File: src/design/assert_macros.svh
// Concurrent assertion helpers; expect clk and rst_n in the enclosing module.
`ifndef ASSERT_MACROS_SVH
`define ASSERT_MACROS_SVH

// Property must hold at every clock edge out of reset.
`define ASSERT_CLK(label, prop, msg) \
    label: assert property (@(posedge clk) disable iff (!rst_n) (prop)) else $error(msg);

// Expression must never be true out of reset.
`define ASSERT_NEVER(label, expr, msg) \
    label: assert property (@(posedge clk) disable iff (!rst_n) !(expr)) else $error(msg);

`endif

File: src/design/psrq_pkg.sv
`default_nettype none

package psrq_pkg;

    typedef enum logic [1:0] {
        ACT_ENQ  = 2'd0,
        ACT_DEQ  = 2'd1,
        ACT_PICK = 2'd2
    } action_t;

    typedef enum logic [1:0] {
        STAT_OK        = 2'd0,
        STAT_FULL      = 2'd1,
        STAT_NOT_FOUND = 2'd2,
        STAT_EMPTY     = 2'd3
    } status_t;

    typedef enum logic [1:0] {
        S_IDLE,
        S_ENQ,
        S_DEQ,
        S_FIN
    } state_t;

    localparam int TASK_W  = 16;
    localparam int PRIO_W  = 8;
    localparam int COUNT_W = 6;

endpackage

`default_nettype wire

File: src/design/priority_sorted_run_queue.sv
// Run queue of task ids kept in descending priority order, FIFO among equal
// priorities, held in one slot memory that is walked one entry per cycle.
// Enqueue walks from the tail toward the head, shifting lower-priority
// entries back by one. Dequeue walks from the head, searching for the id and
// closing the gap as it goes. Pick, a full enqueue and an empty dequeue skip
// the walk. A response still stalled in the output register holds the block
// in its finishing state until it is taken. The memory port (one read, one
// write per cycle) paces the walks. Each request word yields one response
// word with the head, count and status; a finished response is held in an
// output register while the next request is taken. Priority uses the low
// PRIO_BITS bits of prio.
`default_nettype none

module priority_sorted_run_queue #(
    parameter int DEPTH     = 32,
    parameter int PRIO_BITS = 8
) (
    input  wire logic                            clk,
    input  wire logic                            rst_n,

    input  wire logic                            req_valid,
    output logic                                 req_stall,
    input  wire logic [1:0]                      action,
    input  wire logic [psrq_pkg::TASK_W-1:0]     task_id,
    input  wire logic [psrq_pkg::PRIO_W-1:0]     prio,

    output logic                                 rsp_valid,
    input  wire logic                            rsp_stall,
    output logic                                 head_valid,
    output logic [psrq_pkg::TASK_W-1:0]          head_task,
    output logic [psrq_pkg::PRIO_W-1:0]          head_prio,
    output logic [psrq_pkg::COUNT_W-1:0]         count,
    output logic [1:0]                           status
);

`include "assert_macros.svh"

    localparam int AW = (DEPTH > 1) ? $clog2(DEPTH) : 1;
    localparam int CW = $clog2(DEPTH + 1);

    typedef struct packed {
        logic [psrq_pkg::TASK_W-1:0] tsk;
        logic [PRIO_BITS-1:0]        pri;
    } entry_t;

    entry_t mem [DEPTH];
    entry_t rdata_reg;

    logic    mem_we;
    logic [AW-1:0] mem_waddr;
    logic [AW-1:0] mem_raddr;
    entry_t  mem_wdata;

    psrq_pkg::state_t  state_reg, state_next;
    psrq_pkg::status_t stat_reg, stat_next;
    logic [CW-1:0]     occ_reg, occ_next;
    logic [AW-1:0]     idx_reg, idx_next;
    logic              found_reg, found_next;
    logic [psrq_pkg::TASK_W-1:0] op_task_reg, op_task_next;
    logic [PRIO_BITS-1:0]        op_prio_reg, op_prio_next;
    logic [psrq_pkg::TASK_W-1:0] hd_task_reg, hd_task_next;
    logic [PRIO_BITS-1:0]        hd_prio_reg, hd_prio_next;

    logic              rsp_valid_reg, rsp_valid_next;
    logic              out_hv_reg, out_hv_next;
    logic [psrq_pkg::TASK_W-1:0]  out_task_reg, out_task_next;
    logic [psrq_pkg::PRIO_W-1:0]  out_prio_reg, out_prio_next;
    logic [psrq_pkg::COUNT_W-1:0] out_cnt_reg, out_cnt_next;
    logic [1:0]        out_stat_reg, out_stat_next;

    logic              found_now;
    logic              last_slot;
    logic [CW-1:0]     occ_m1;

    assign occ_m1    = occ_reg - CW'(1);
    assign found_now = found_reg || (rdata_reg.tsk == op_task_reg);
    assign last_slot = (idx_reg == AW'(occ_m1));

    always_ff @(posedge clk)
    begin
        if (mem_we)
        begin
            mem[mem_waddr] <= mem_wdata;
        end
        rdata_reg <= mem[mem_raddr];
    end

    always_ff @(posedge clk or negedge rst_n)
    begin
        if (!rst_n)
        begin
            state_reg     <= psrq_pkg::S_IDLE;
            occ_reg       <= '0;
            rsp_valid_reg <= 1'b0;
        end
        else
        begin
            state_reg     <= state_next;
            occ_reg       <= occ_next;
            rsp_valid_reg <= rsp_valid_next;
        end
    end

    always_ff @(posedge clk)
    begin
        stat_reg     <= stat_next;
        idx_reg      <= idx_next;
        found_reg    <= found_next;
        op_task_reg  <= op_task_next;
        op_prio_reg  <= op_prio_next;
        hd_task_reg  <= hd_task_next;
        hd_prio_reg  <= hd_prio_next;
        out_hv_reg   <= out_hv_next;
        out_task_reg <= out_task_next;
        out_prio_reg <= out_prio_next;
        out_cnt_reg  <= out_cnt_next;
        out_stat_reg <= out_stat_next;
    end

    always_comb
    begin
        state_next     = state_reg;
        stat_next      = stat_reg;
        occ_next       = occ_reg;
        idx_next       = idx_reg;
        found_next     = found_reg;
        op_task_next   = op_task_reg;
        op_prio_next   = op_prio_reg;
        rsp_valid_next = rsp_valid_reg && rsp_stall;
        out_hv_next    = out_hv_reg;
        out_task_next  = out_task_reg;
        out_prio_next  = out_prio_reg;
        out_cnt_next   = out_cnt_reg;
        out_stat_next  = out_stat_reg;
        mem_we         = 1'b0;
        mem_waddr      = idx_reg;
        mem_wdata      = rdata_reg;
        mem_raddr      = '0;

        unique case (state_reg)
            psrq_pkg::S_IDLE:
            begin
                if (req_valid)
                begin
                    op_task_next = task_id;
                    op_prio_next = PRIO_BITS'(prio);
                    unique case (action)
                        psrq_pkg::ACT_ENQ:
                        begin
                            if (occ_reg == CW'(DEPTH))
                            begin
                                stat_next  = psrq_pkg::STAT_FULL;
                                state_next = psrq_pkg::S_FIN;
                            end
                            else
                            begin
                                idx_next   = AW'(occ_reg);
                                mem_raddr  = AW'(occ_m1);
                                state_next = psrq_pkg::S_ENQ;
                            end
                        end
                        psrq_pkg::ACT_DEQ:
                        begin
                            if (occ_reg == '0)
                            begin
                                stat_next  = psrq_pkg::STAT_EMPTY;
                                state_next = psrq_pkg::S_FIN;
                            end
                            else
                            begin
                                idx_next   = '0;
                                found_next = 1'b0;
                                mem_raddr  = '0;
                                state_next = psrq_pkg::S_DEQ;
                            end
                        end
                        default:
                        begin
                            stat_next  = (occ_reg != '0) ? psrq_pkg::STAT_OK
                                                         : psrq_pkg::STAT_EMPTY;
                            state_next = psrq_pkg::S_FIN;
                        end
                    endcase
                end
            end

            // rdata_reg holds the slot just ahead of idx_reg
            psrq_pkg::S_ENQ:
            begin
                mem_we    = 1'b1;
                mem_waddr = idx_reg;
                if ((idx_reg == '0) || !(op_prio_reg > rdata_reg.pri))
                begin
                    mem_wdata.tsk = op_task_reg;
                    mem_wdata.pri = op_prio_reg;
                    occ_next      = occ_reg + CW'(1);
                    stat_next     = psrq_pkg::STAT_OK;
                    state_next    = psrq_pkg::S_FIN;
                end
                else
                begin
                    idx_next  = idx_reg - AW'(1);
                    mem_raddr = idx_reg - AW'(2);
                end
            end

            // rdata_reg holds the slot at idx_reg; after a hit, shift toward head
            psrq_pkg::S_DEQ:
            begin
                if (found_reg)
                begin
                    mem_we    = 1'b1;
                    mem_waddr = idx_reg - AW'(1);
                end
                if (last_slot)
                begin
                    if (found_now)
                    begin
                        occ_next  = occ_m1;
                        stat_next = psrq_pkg::STAT_OK;
                    end
                    else
                    begin
                        stat_next = psrq_pkg::STAT_NOT_FOUND;
                    end
                    state_next = psrq_pkg::S_FIN;
                end
                else
                begin
                    idx_next   = idx_reg + AW'(1);
                    mem_raddr  = idx_reg + AW'(1);
                    found_next = found_now;
                end
            end

            psrq_pkg::S_FIN:
            begin
                if (!rsp_valid_reg || !rsp_stall)
                begin
                    rsp_valid_next = 1'b1;
                    out_hv_next    = (occ_reg != '0);
                    out_task_next  = (occ_reg != '0) ? hd_task_reg : '0;
                    out_prio_next  = (occ_reg != '0) ? psrq_pkg::PRIO_W'(hd_prio_reg) : '0;
                    out_cnt_next   = psrq_pkg::COUNT_W'(occ_reg);
                    out_stat_next  = stat_reg;
                    state_next     = psrq_pkg::S_IDLE;
                end
            end

            default:
            begin
                state_next = psrq_pkg::S_IDLE;
            end
        endcase
    end

    // head shadow tracks slot 0
    always_comb
    begin
        hd_task_next = hd_task_reg;
        hd_prio_next = hd_prio_reg;
        if (mem_we && (mem_waddr == '0))
        begin
            hd_task_next = mem_wdata.tsk;
            hd_prio_next = mem_wdata.pri;
        end
    end

    assign req_stall  = (state_reg != psrq_pkg::S_IDLE);
    assign rsp_valid  = rsp_valid_reg;
    assign head_valid = out_hv_reg;
    assign head_task  = out_task_reg;
    assign head_prio  = out_prio_reg;
    assign count      = out_cnt_reg;
    assign status     = out_stat_reg;

    `ASSERT_NEVER(a_occ_bound, occ_reg > CW'(DEPTH), "occupancy above depth")
    `ASSERT_CLK(a_we_busy, mem_we |-> (state_reg == psrq_pkg::S_ENQ || state_reg == psrq_pkg::S_DEQ), "slot write outside walk")
    `ASSERT_CLK(a_idle_occ, (state_reg == psrq_pkg::S_IDLE) |=> (occ_reg == $past(occ_reg)), "occupancy moved while idle")
    `ASSERT_CLK(a_enq_room, (state_reg == psrq_pkg::S_ENQ) |-> (occ_reg < CW'(DEPTH)), "enqueue walk on full queue")

endmodule

`default_nettype wire

File: config.mk
export PLATFORM = sky130hd
export DESIGN_NAME = priority_sorted_run_queue
export DESIGN_NICKNAME = d
export VERILOG_FILES = /design/src/design/psrq_pkg.sv /design/src/design/priority_sorted_run_queue.sv
export VERILOG_INCLUDE_DIRS = /design/src /design/src/design
export SDC_FILE = /design/constraint.sdc
export NUM_CORES = 1
export LEC_CHECK = 0
export ABC_CLOCK_PERIOD_IN_PS = 11100
export BUFFER_PORTS_ARGS = -buffer_cell sky130_fd_sc_hd__buf_4
export CAP_MARGIN = 20
export CORE_MARGIN = 3
export CORE_UTILIZATION = 40
export DETAILED_ROUTE_END_ITERATION = 10
export PLACE_DENSITY = 0.56
export SLEW_MARGIN = 20
export SYNTH_ARGS = -nofsm -noshare
export SYNTH_HDL_FRONTEND = slang
export SYNTH_SLANG_ARGS = --single-unit
File: constraint.sdc
create_clock -name clk -period 11.1 [get_ports clk]
set_input_delay 1.665 -clock clk [delete_from_list [all_inputs] [get_ports clk]]
set_output_delay 1.665 -clock clk [all_outputs]
set_load 0.02 [all_outputs]
# == Word-level counts from Yosys, hierarchy flattened ==
# Memories as Yosys holds them, arrays and structs flattened. A register that Yosys moved wholly into a read port is not among the register bits.
# Index checks and enable logic that the tools add are counted.
# totals
reg_bits,98
latchBits,0
mem_bits_rw,768
mem_bits_ro,0
input_bits,30
output_inout_bits,35
mem_count,1
# memory_table
name,words,word_bits,rd,rd_ports_with_merged_regs,write_ports,line,source
mem,32,24,1,1,1,priority_sorted_run_queue.sv:46,entry_t mem [DEPTH];
# op_classes
add_sub_neg,5
mul,0
div,0
n_lt_le_gt_ge,1
eq_ne,21
shifts,0
mux,49
n_bitwise,0
n_reduce_logical,25
# op_table
cell,n
5-bit 2-to-1 mux,12
24-bit 2-to-1 mux,2
5-bit one-hot mux with 3 select lines,2
2-bit 2-to-1 mux,12
6-bit 2-to-1 mux,3
16-bit == test,1
"2-bit != test, second input constant",8
"3-bit != test, second input constant",4
6-bit one-hot mux with 2 select lines,1
5-bit zero test,2
1-bit 2-to-1 mux,10
5-bit one-hot mux with 2 select lines,1
8-bit > comparator,1
2-bit one-hot mux with 2 select lines,2
2-bit one-hot mux with 4 select lines,1
4-bit AND reduction,2
7-bit AND reduction,1
"6-bit by 1-bit adder with 6-bit output, second input constant",1
"6-bit == test, second input constant",1
6-bit zero test,1
2-bit one-hot mux with 3 select lines,1
6-bit AND reduction,1
2-bit nonzero test,3
6-bit nonzero test,1
17 further kinds,27

# == Depth between registers and ports, before layout ==
# Gate-level depths: netlist of the first run.
# logic_depth
depth_word,5
mapped_depth,17

# == Least setup slack after synthesis of the first run ==
# OpenSTA, ideal clock, no wires.
# synth_path
kind,reg-to-reg
from,register idx_reg[0]
to,register hd_prio_reg[0] (data pin)
setup_ns,0.462
arrival_ns,3.283
slack_ns,7.355
stages_incl_launch_ff,9
path_cell_list,edfxtp_1 > inv_2 > clkbuf_1 > ha_1 > nor4b_2 > a211o_1 > nand2_1 > clkbuf_1 > o21ai_0
# synth_rtl
element,line,source
start: declaration,priority_sorted_run_queue.sv:57,"logic [AW-1:0] idx_reg, idx_next;"
start signal: assignment,priority_sorted_run_queue.sv:107,idx_reg <= idx_next;
end signal: assignment,priority_sorted_run_queue.sv:112,hd_prio_reg <= hd_prio_next;
end: declaration,priority_sorted_run_queue.sv:62,"logic [PRIO_BITS-1:0] hd_prio_reg, hd_prio_next;"

# == Worst setup path in the final report of the first run ==
# layout_path
from,register idx_reg[0]
to,register rdata_reg[16] (netlist name)
# layout_between
elab_chain_cells,4
# layout_lines
element,line,source
branches (longest 3 deep; another with 5-bit by 1-bit adder with 5-bit output),-,
5-bit one-hot mux with 3 select lines (*),priority_sorted_run_queue.sv:140,unique case (state_reg)
# Every way passes the cells marked *.
# A chain may end at the register's enable or synchronous reset.

==> summary.txt, run 1 <==
Worst setup path
  • Worst EP required: about 12000 ps
  • Worst setup EP type: flip-flop
  • Max FO, Critical Path: 65
  • Startpoint type of the worst setup path: flip-flop
  • CP Data Arrival Time: ~6500 ps
  • Setup CP Type: reg -> reg

Synthesis
  • EDFF count, synth: 857
  • Ys flop type: edfxtp_1
  • Register area share after synthesis: 0.713
  • Ys Warns: 0
  • Syn_nets: 2563
  • Async SR Flop Fraction: 0.0101
  • Synthesized cell area: 37100 um2
  • Cell variety after synth: 84
  • Mapped Cells: approximately 2500
  • Syn Area/Cell: 14.8 um2
  • Yosys reg bits: 890

CTS
  • Worst-case clock buffer depth: 3
  • Reg clk slew, reported paths: 60 ps
  • H-tree Lvls: 3
  • CTS tree: done
  • Post-CTS setup buffer count: 0
  • CTS sink count: 890
  • Post-cts sizing count: 0
  • Post-CTS Hold Fix Bufs: 0
  • Worst skew pair latency: between 600 and 700 ps
  • Root buf cell: clkbuf_16
  • CTS buffer count: 95

Final layout
  • Final-layout fill cell count: 7957
  • Final nets: 2606
  • Max FFs per register: 768
  • Share of cells above drive strength 1: 0.171
  • Final Instance Count excl. Fillers: between 3000 and 4000
  • Area delta synth->final: 13.5%

Min path
  • Worst hold path class: reg -> reg

Timing
  • Final WS setup: 5180 ps
  • Total negative slack: 0 ps
  • Period minus WS final: about 5900 ps
  • Final setup viols: 0
  • Fin. max-slew vios: 0
  • Setup Skew: roughly 18 ps
  • Final worst-path cycle share: 0.533
  • Worst rel slew slack: 0.241
  • Worst Tran Pin Value: 1140 ps
  • FMAX: 0.169 GHz
  • Fin Hold WS: 433 ps
  • Final Hold Vio Count: 0
  • RSZ-0062 raised after global routing: no

GRT
  • GR Overflow Total: 0
  • Initial antenna violation count: 5
  • Vias in the first global route: 22800
  • Overall Global Routing Usage: 0.219
  • First-pass GRT wire length: 158000 um
  • Largest net degree at the start of global routing: 136

Detailed routing
  • Initial DRC count: 2635
  • WL per Instance: 27.7 um
  • Total Wirelength: 108000 um
  • Total number of vias: 23200
  • Initial DRT Pass Iterations: 5
  • Vias per std cell: a little under 6
  • Drc violations: 0
  • Remaining antenna violation count: 0

Die
  • I/O pins: 65
  • Die ar.: 96400 um2
  • Chip height: 311 um
  • Initial Util: 0.404
  • Cell row count: 111
  • Core Footprint: 91800 um2
  • Die Wd: 311 um

Placed design
  • Placed cells: about 3700
  • Global placer's final weighted congestion: 0.869
  • DP Worst Slack: 5270 ps
  • DP HPWL: 60700 um
  • Port bufs: 64

Power
  • Leak: between 10 and 15 nW
  • Maximum vdd drop: between 0.0002 and 0.00025 V
  • PwrDens: approximately 320 nW/um2

Job
  • Max capacitance violation total: 0

Status
  • Status: finished, final reports clean
Yosys cell counts, types with 21 or more instances:
cell type	number	area share
a22oi_1	25	0.0051
nor2b_1	25	0.0042
a221oi_1	21	0.0050
xnor2_1	29	0.0068
o2111a_1	45	0.014
nor2_1	146	0.015
a21oi_1	21	0.0028
and2_1	27	0.0046
a2bb2oi_1	38	0.0090
a211oi_1	58	0.012
mux2_2	27	0.0082
o21ai_0	86	0.012
buf_2	56	0.0076
or4_1	21	0.0043
nand4_1	32	0.0054
nor3_1	70	0.0094
inv_1	23	0.0023
a32oi_1	23	0.0054
clkbuf_1	102	0.010
o211a_1	43	0.012
o211ai_1	70	0.014
dfxtp_1	24	0.013
nand2_1	181	0.018
nand3_1	53	0.0072
o22ai_1	22	0.0037
edfxtp_1	857	0.69
or2_2	65	0.011
mux2i_1	90	0.024
final cells by class:
type / count / area [um2] / share of cell area
Timing Repair Buffer: 136 / 1080 / 0.0256
Sequential cell: 890 / 26400 / 0.628
Clock buffer: 121 / 2530 / 0.0600
Antenna cell: 1 / 2.50 / 0.0000594
Clock inverter: 58 / 602 / 0.0143
Inverter: 28 / 105 / 0.00250
Multi-Input combinational cell: 1405 / 9800 / 0.233
Tap cell: 1243 / 1560 / 0.0369
metrics by stage:
step           utilization  cell area (um2)  power [mW]
4_1_cts              0.458            42100        13.4
3_3_place_gp         0.424            39000        10.1
5_1_grt              0.459            42100        13.9
3_5_place_dp         0.424            39000        10.2
2_1_floorplan            -            37100        8.14
6_report             0.459            42100        13.4
worst max-delay path, stage by stage, from the launching register on:
cell and delay (ps):
edfxtp_1 740, inv_2 180, ha_1 300, nor4b_2 190, nand2b_1 210, nand2b_1 200
o32a_2 200, buf_4 270, buf_4 440, o21ai_4 230, buf_4 550, buf_4 860
mux2i_1 170, a22oi_1 380, nand4_1 390, a211oi_1 320
worst paths after layout:
kind	start	slack (ps)	to	cells after the start
setup / recovery	idx_reg[0]	5180	rdata_reg[16]	15
hold / removal	stat_reg[0]	430	status[0]	0
setup reg to reg	idx_reg[0]	5180	rdata_reg[16]	15
hold reg to reg	stat_reg[0]	430	status[0]	0
max in group asynchronous	rst_n	10120	occ_reg[3]	1
min in group asynchronous	rst_n	830	rsp_valid	1
kinds of logic (layout without fill, tap and decap cells):
family                     count (synthesis)  after routing  synth area share
DFF                                      890            890             0.713
muxes                                    117            117            0.0325
and+or+nand+nor                          662            662            0.0878
buffers and inverters                    218            343            0.0286
adders and majority gates                 20             20           0.00675
AOI/OAI and AO/OA                        566            566             0.121
xor gates and xnor gates                  40             40            0.0102
other                                      0              1                 0
cell usage in the layout (no fill, tap or decap), types with 27 or more instances in the layout:
master,instances
and2_1,27
a211oi_1,58
or2_2,65
o211a_1,41
a2bb2oi_1,38
nor2_1,112
nor3_1,69
nand4_1,32
buf_4,132
clkbuf_16,97
nand2_1,181
mux2i_1,90
edfxtp_1,857
nor2_2,34
o21ai_0,85
xnor2_1,29
o2111a_1,45
nand3_1,53
mux2_2,27
o211ai_1,70
report_power, final:
| group | leakage, nW | internal, mW | switching [mW] | total, mW |
|---|---|---|---|---|
| clock | 1.53 | 1.87 | 1.30 | 3.17 |
| sequential | 8.02 | 4.68 | 0.206 | 4.89 |
| combinational | 4.03 | 1.42 | 3.88 | 5.29 |
| total | 13.6 | 7.97 | 5.39 | 13.4 |
per-layer routing:
| layer | part of all wire | global-route usage | wire, um |
|---|---|---|---|
| met1 | 0.43 | 0.308 | 45900 |
| met2 | 0.46 | 0.344 | 49800 |
| met3 | 0.074 | 0.0351 | 7960 |
| met4 | 0.038 | 0.0832 | 4090 |
| met5 | 0 | 0 | 0 |
No activity file was read; power rests on OpenSTA's default activity.
==> inputs of run 2 (changes only) <==
- ABC_CLOCK_PERIOD_IN_PS: 11100 -> 5400
- PLACE_DENSITY: 0.56 -> 0.58
- clock period: 11.1 -> 5.4 ns (I/O delays scaled with it)
==> run 2 against run 1 <==
Effect of this change: total power is 110% higher; fmax is 23% higher; critical path type unchanged; first-iteration DRC count is 4.1% higher; cell count is 0.72% higher; largest cell class unchanged; clock-buffer cell count is 2 higher; utilization hardly changed; non-clock buffer count is 33 higher; clock power is 91% higher; sequential cell count stayed put; highest routed layer unchanged; sequential power is 100% higher.
==> summary.txt, run 2 (synthesis gave the netlist of run 1 again) <==
Status
  • Status: finished, final reports clean

Detailed routing
  • Initial DRC count: 2742 (+4.1%)
  • WL per Instance: 28.5 um (+2.8%)
  • Total number of vias: 23500 (+1.3%)
  • Total Wirelength: 112000 um (+3.5%)
  • Initial DRT Pass Iterations: 5 (unchanged)
  • Remaining antenna violation count: 0 (unchanged)
  • Vias per std cell: 6.00 (+0.60%)
  • Drc violations: 0 (unchanged)

Worst setup path
  • Setup slack, reg-to-reg: 570 ps (-4610 ps)
  • Setup CP Type: reg -> reg
  • Worst EP required: 5910 ps (-5730 ps)
  • Delay-heaviest family, CP: compound AO/OA/AOI/OAI gates
  • Slowest-stage cell, CP: buf_4
  • Cell depth of the worst flop-to-flop path: 11 (-4)
  • Max stage delay on crit path: 650 ps (-210 ps)
  • Worst setup EP type: flip-flop
  • CP bufs+invs: 2 (-3)
  • Reg2reg end: rdata_reg[12]
  • Levels on crit path: 11 (-4)
  • Max FO, Critical Path: 55 (-15%)
  • CP Data Arrival Time: 5340 ps (-1120 ps)
  • Crit path cell chain: inv_1 -> ha_1 -> or3b_1 -> xnor2_2 -> nor3_2 -> or3_1 -> o211a_4 -> buf_4 -> o21ai_0 -> a41oi_1 -> a211oi_1
  • RR Startpoint: occ_reg[0]
  • Startpoint type of the worst setup path: flip-flop

Final layout
  • Area delta synth->final: 13.5% (about the same)
  • Most common cell after layout, fill and taps aside: edfxtp_1
  • Final instance area: 42100 um2 (about the same)
  • Max FFs per register: 768 (unchanged)
  • Final nets: 2637 (+1.2%)
  • Commonest non-fill, non-tap cells in the layout: edfxtp_1 (857), nand2_1 (181), buf_4 (163)
  • Diodes inserted: 0 (-1)
  • Share of cells above drive strength 1: 0.177 (+0.00526)

Power
  • Total Power: 27.5 mW (+110%)
  • Maximum vdd drop: 0.000539 V (+150%)
  • Leak: 13.6 nW (about the same)
  • PwrDens: 654 nW/um2 (+110%)

Placed design
  • Placed inst area: 39200 um2 (+0.68%)
  • Global placer's final weighted congestion: 0.888 (+2.2%)
  • Port bufs: 64 (unchanged)
  • DP HPWL: 66000 um (+8.8%)

CTS
  • H-tree Lvls: 3 (unchanged)
  • CTS sink count: 890 (unchanged)
  • CTS buffer count: 93 (-2.1%)
  • Post-CTS Hold Fix Bufs: 1 (+1)
  • CTS tree: done
  • Post-cts sizing count: 0 (unchanged)
  • Root buf cell: clkbuf_16
  • Reg clk slew, reported paths: 60 ps (about the same)
  • Worst-case clock buffer depth: 3 (unchanged)
  • Post-CTS setup buffer count: 0 (unchanged)
  • Worst skew pair latency: 660 ps (about the same)

Die
  • Chip height: 311 um (unchanged)
  • Core Footprint: 91800 um2 (unchanged)
  • I/O pins: 65 (unchanged)
  • Die Wd: 311 um (unchanged)
  • Die ar.: 96400 um2 (unchanged)
  • Cell row count: 111 (unchanged)
  • Initial Util: 0.404 (unchanged)

GRT
  • GR Overflow Total: 0 (unchanged)
  • Vias in the first global route: 23000 (+0.78%)
  • Largest net degree at the start of global routing: 77 (-43%)
  • First-pass GRT wire length: 162000 um (+2.3%)
  • Initial antenna violation count: 5 (unchanged)
  • Overall Global Routing Usage: 0.226 (+0.00726)

Min path
  • Hold Path Stages: 1 (+1)
  • Worst hold start: task_id[13]
  • Hold Path End: op_task_reg[13]
  • Worst hold path class: in -> reg

Timing
  • Worst rel slew slack: 0.211 (-0.0303)
  • Final Hold Vio Count: 0 (unchanged)
  • Setup Skew: 24.7 ps (+7.13 ps)
  • Final setup viols: 0 (unchanged)
  • Final worst-path cycle share: 0.895 (+0.361)
  • Total negative slack: 0 ps (unchanged)
  • Fin. max-slew vios: 0 (unchanged)
  • Worst Tran Pin Value: 1180 ps (+42.3 ps)
  • RSZ-0062 raised after global routing: no
  • FMAX: 0.207 GHz (+23%)
  • Period minus WS final: 4830 ps (-1090 ps)

Job
  • Max capacitance violation total: 0 (unchanged)
-- run 2: how the worst max path moves through the flow --
stage	from	endpoint	slack [ps]
CTS	occ_reg[0]	rdata_reg[12]	610
floorplan	idx_reg[0]	hd_prio_reg[0]	1660
global route	occ_reg[0]	rdata_reg[12]	450
detailed placement	occ_reg[0]	rdata_reg[12]	630
finish	occ_reg[0]	rdata_reg[12]	570
global placement	occ_reg[0]	rdata_reg[12]	690
-- run 2: per-layer routing --
metal | routed length, um | share of wire | GRT usage
met1 | 46800 | 0.42 | 0.315
met2 | 51800 | 0.46 | 0.359
met3 | 8190 | 0.073 | 0.0322
met4 | 4710 | 0.042 | 0.0914
met5 | 0 | 0 | 0
-- run 2: layout make-up --
class                      count  area, um2
fill                        7991      49700
clock buffer                 123       2470
inverter                      28        105
multi-input combinational   1405       9790
timing repair buffer         169       1330
clock inverter                52        413
sequential                   890      26400
tap                         1243       1560
-- run 2: power by group --
group	switching, mW	total [mW]	internal (mW)
registers	0.385	10.0	9.63
logic	8.35	11.4	3.09
clock network	2.65	6.07	3.42
-- run 2: through the flow --
stage	hold slack, ps	utilization	cells	worst slack, ps
2_1_floorplan	400	-	2513	1660
3_3_place_gp	410	0.427	3734	687
3_5_place_dp	409	0.427	3734	627
4_1_cts	299	0.459	3910	608
5_1_grt	305	0.459	3910	453
6_report	330	0.459	3910	567
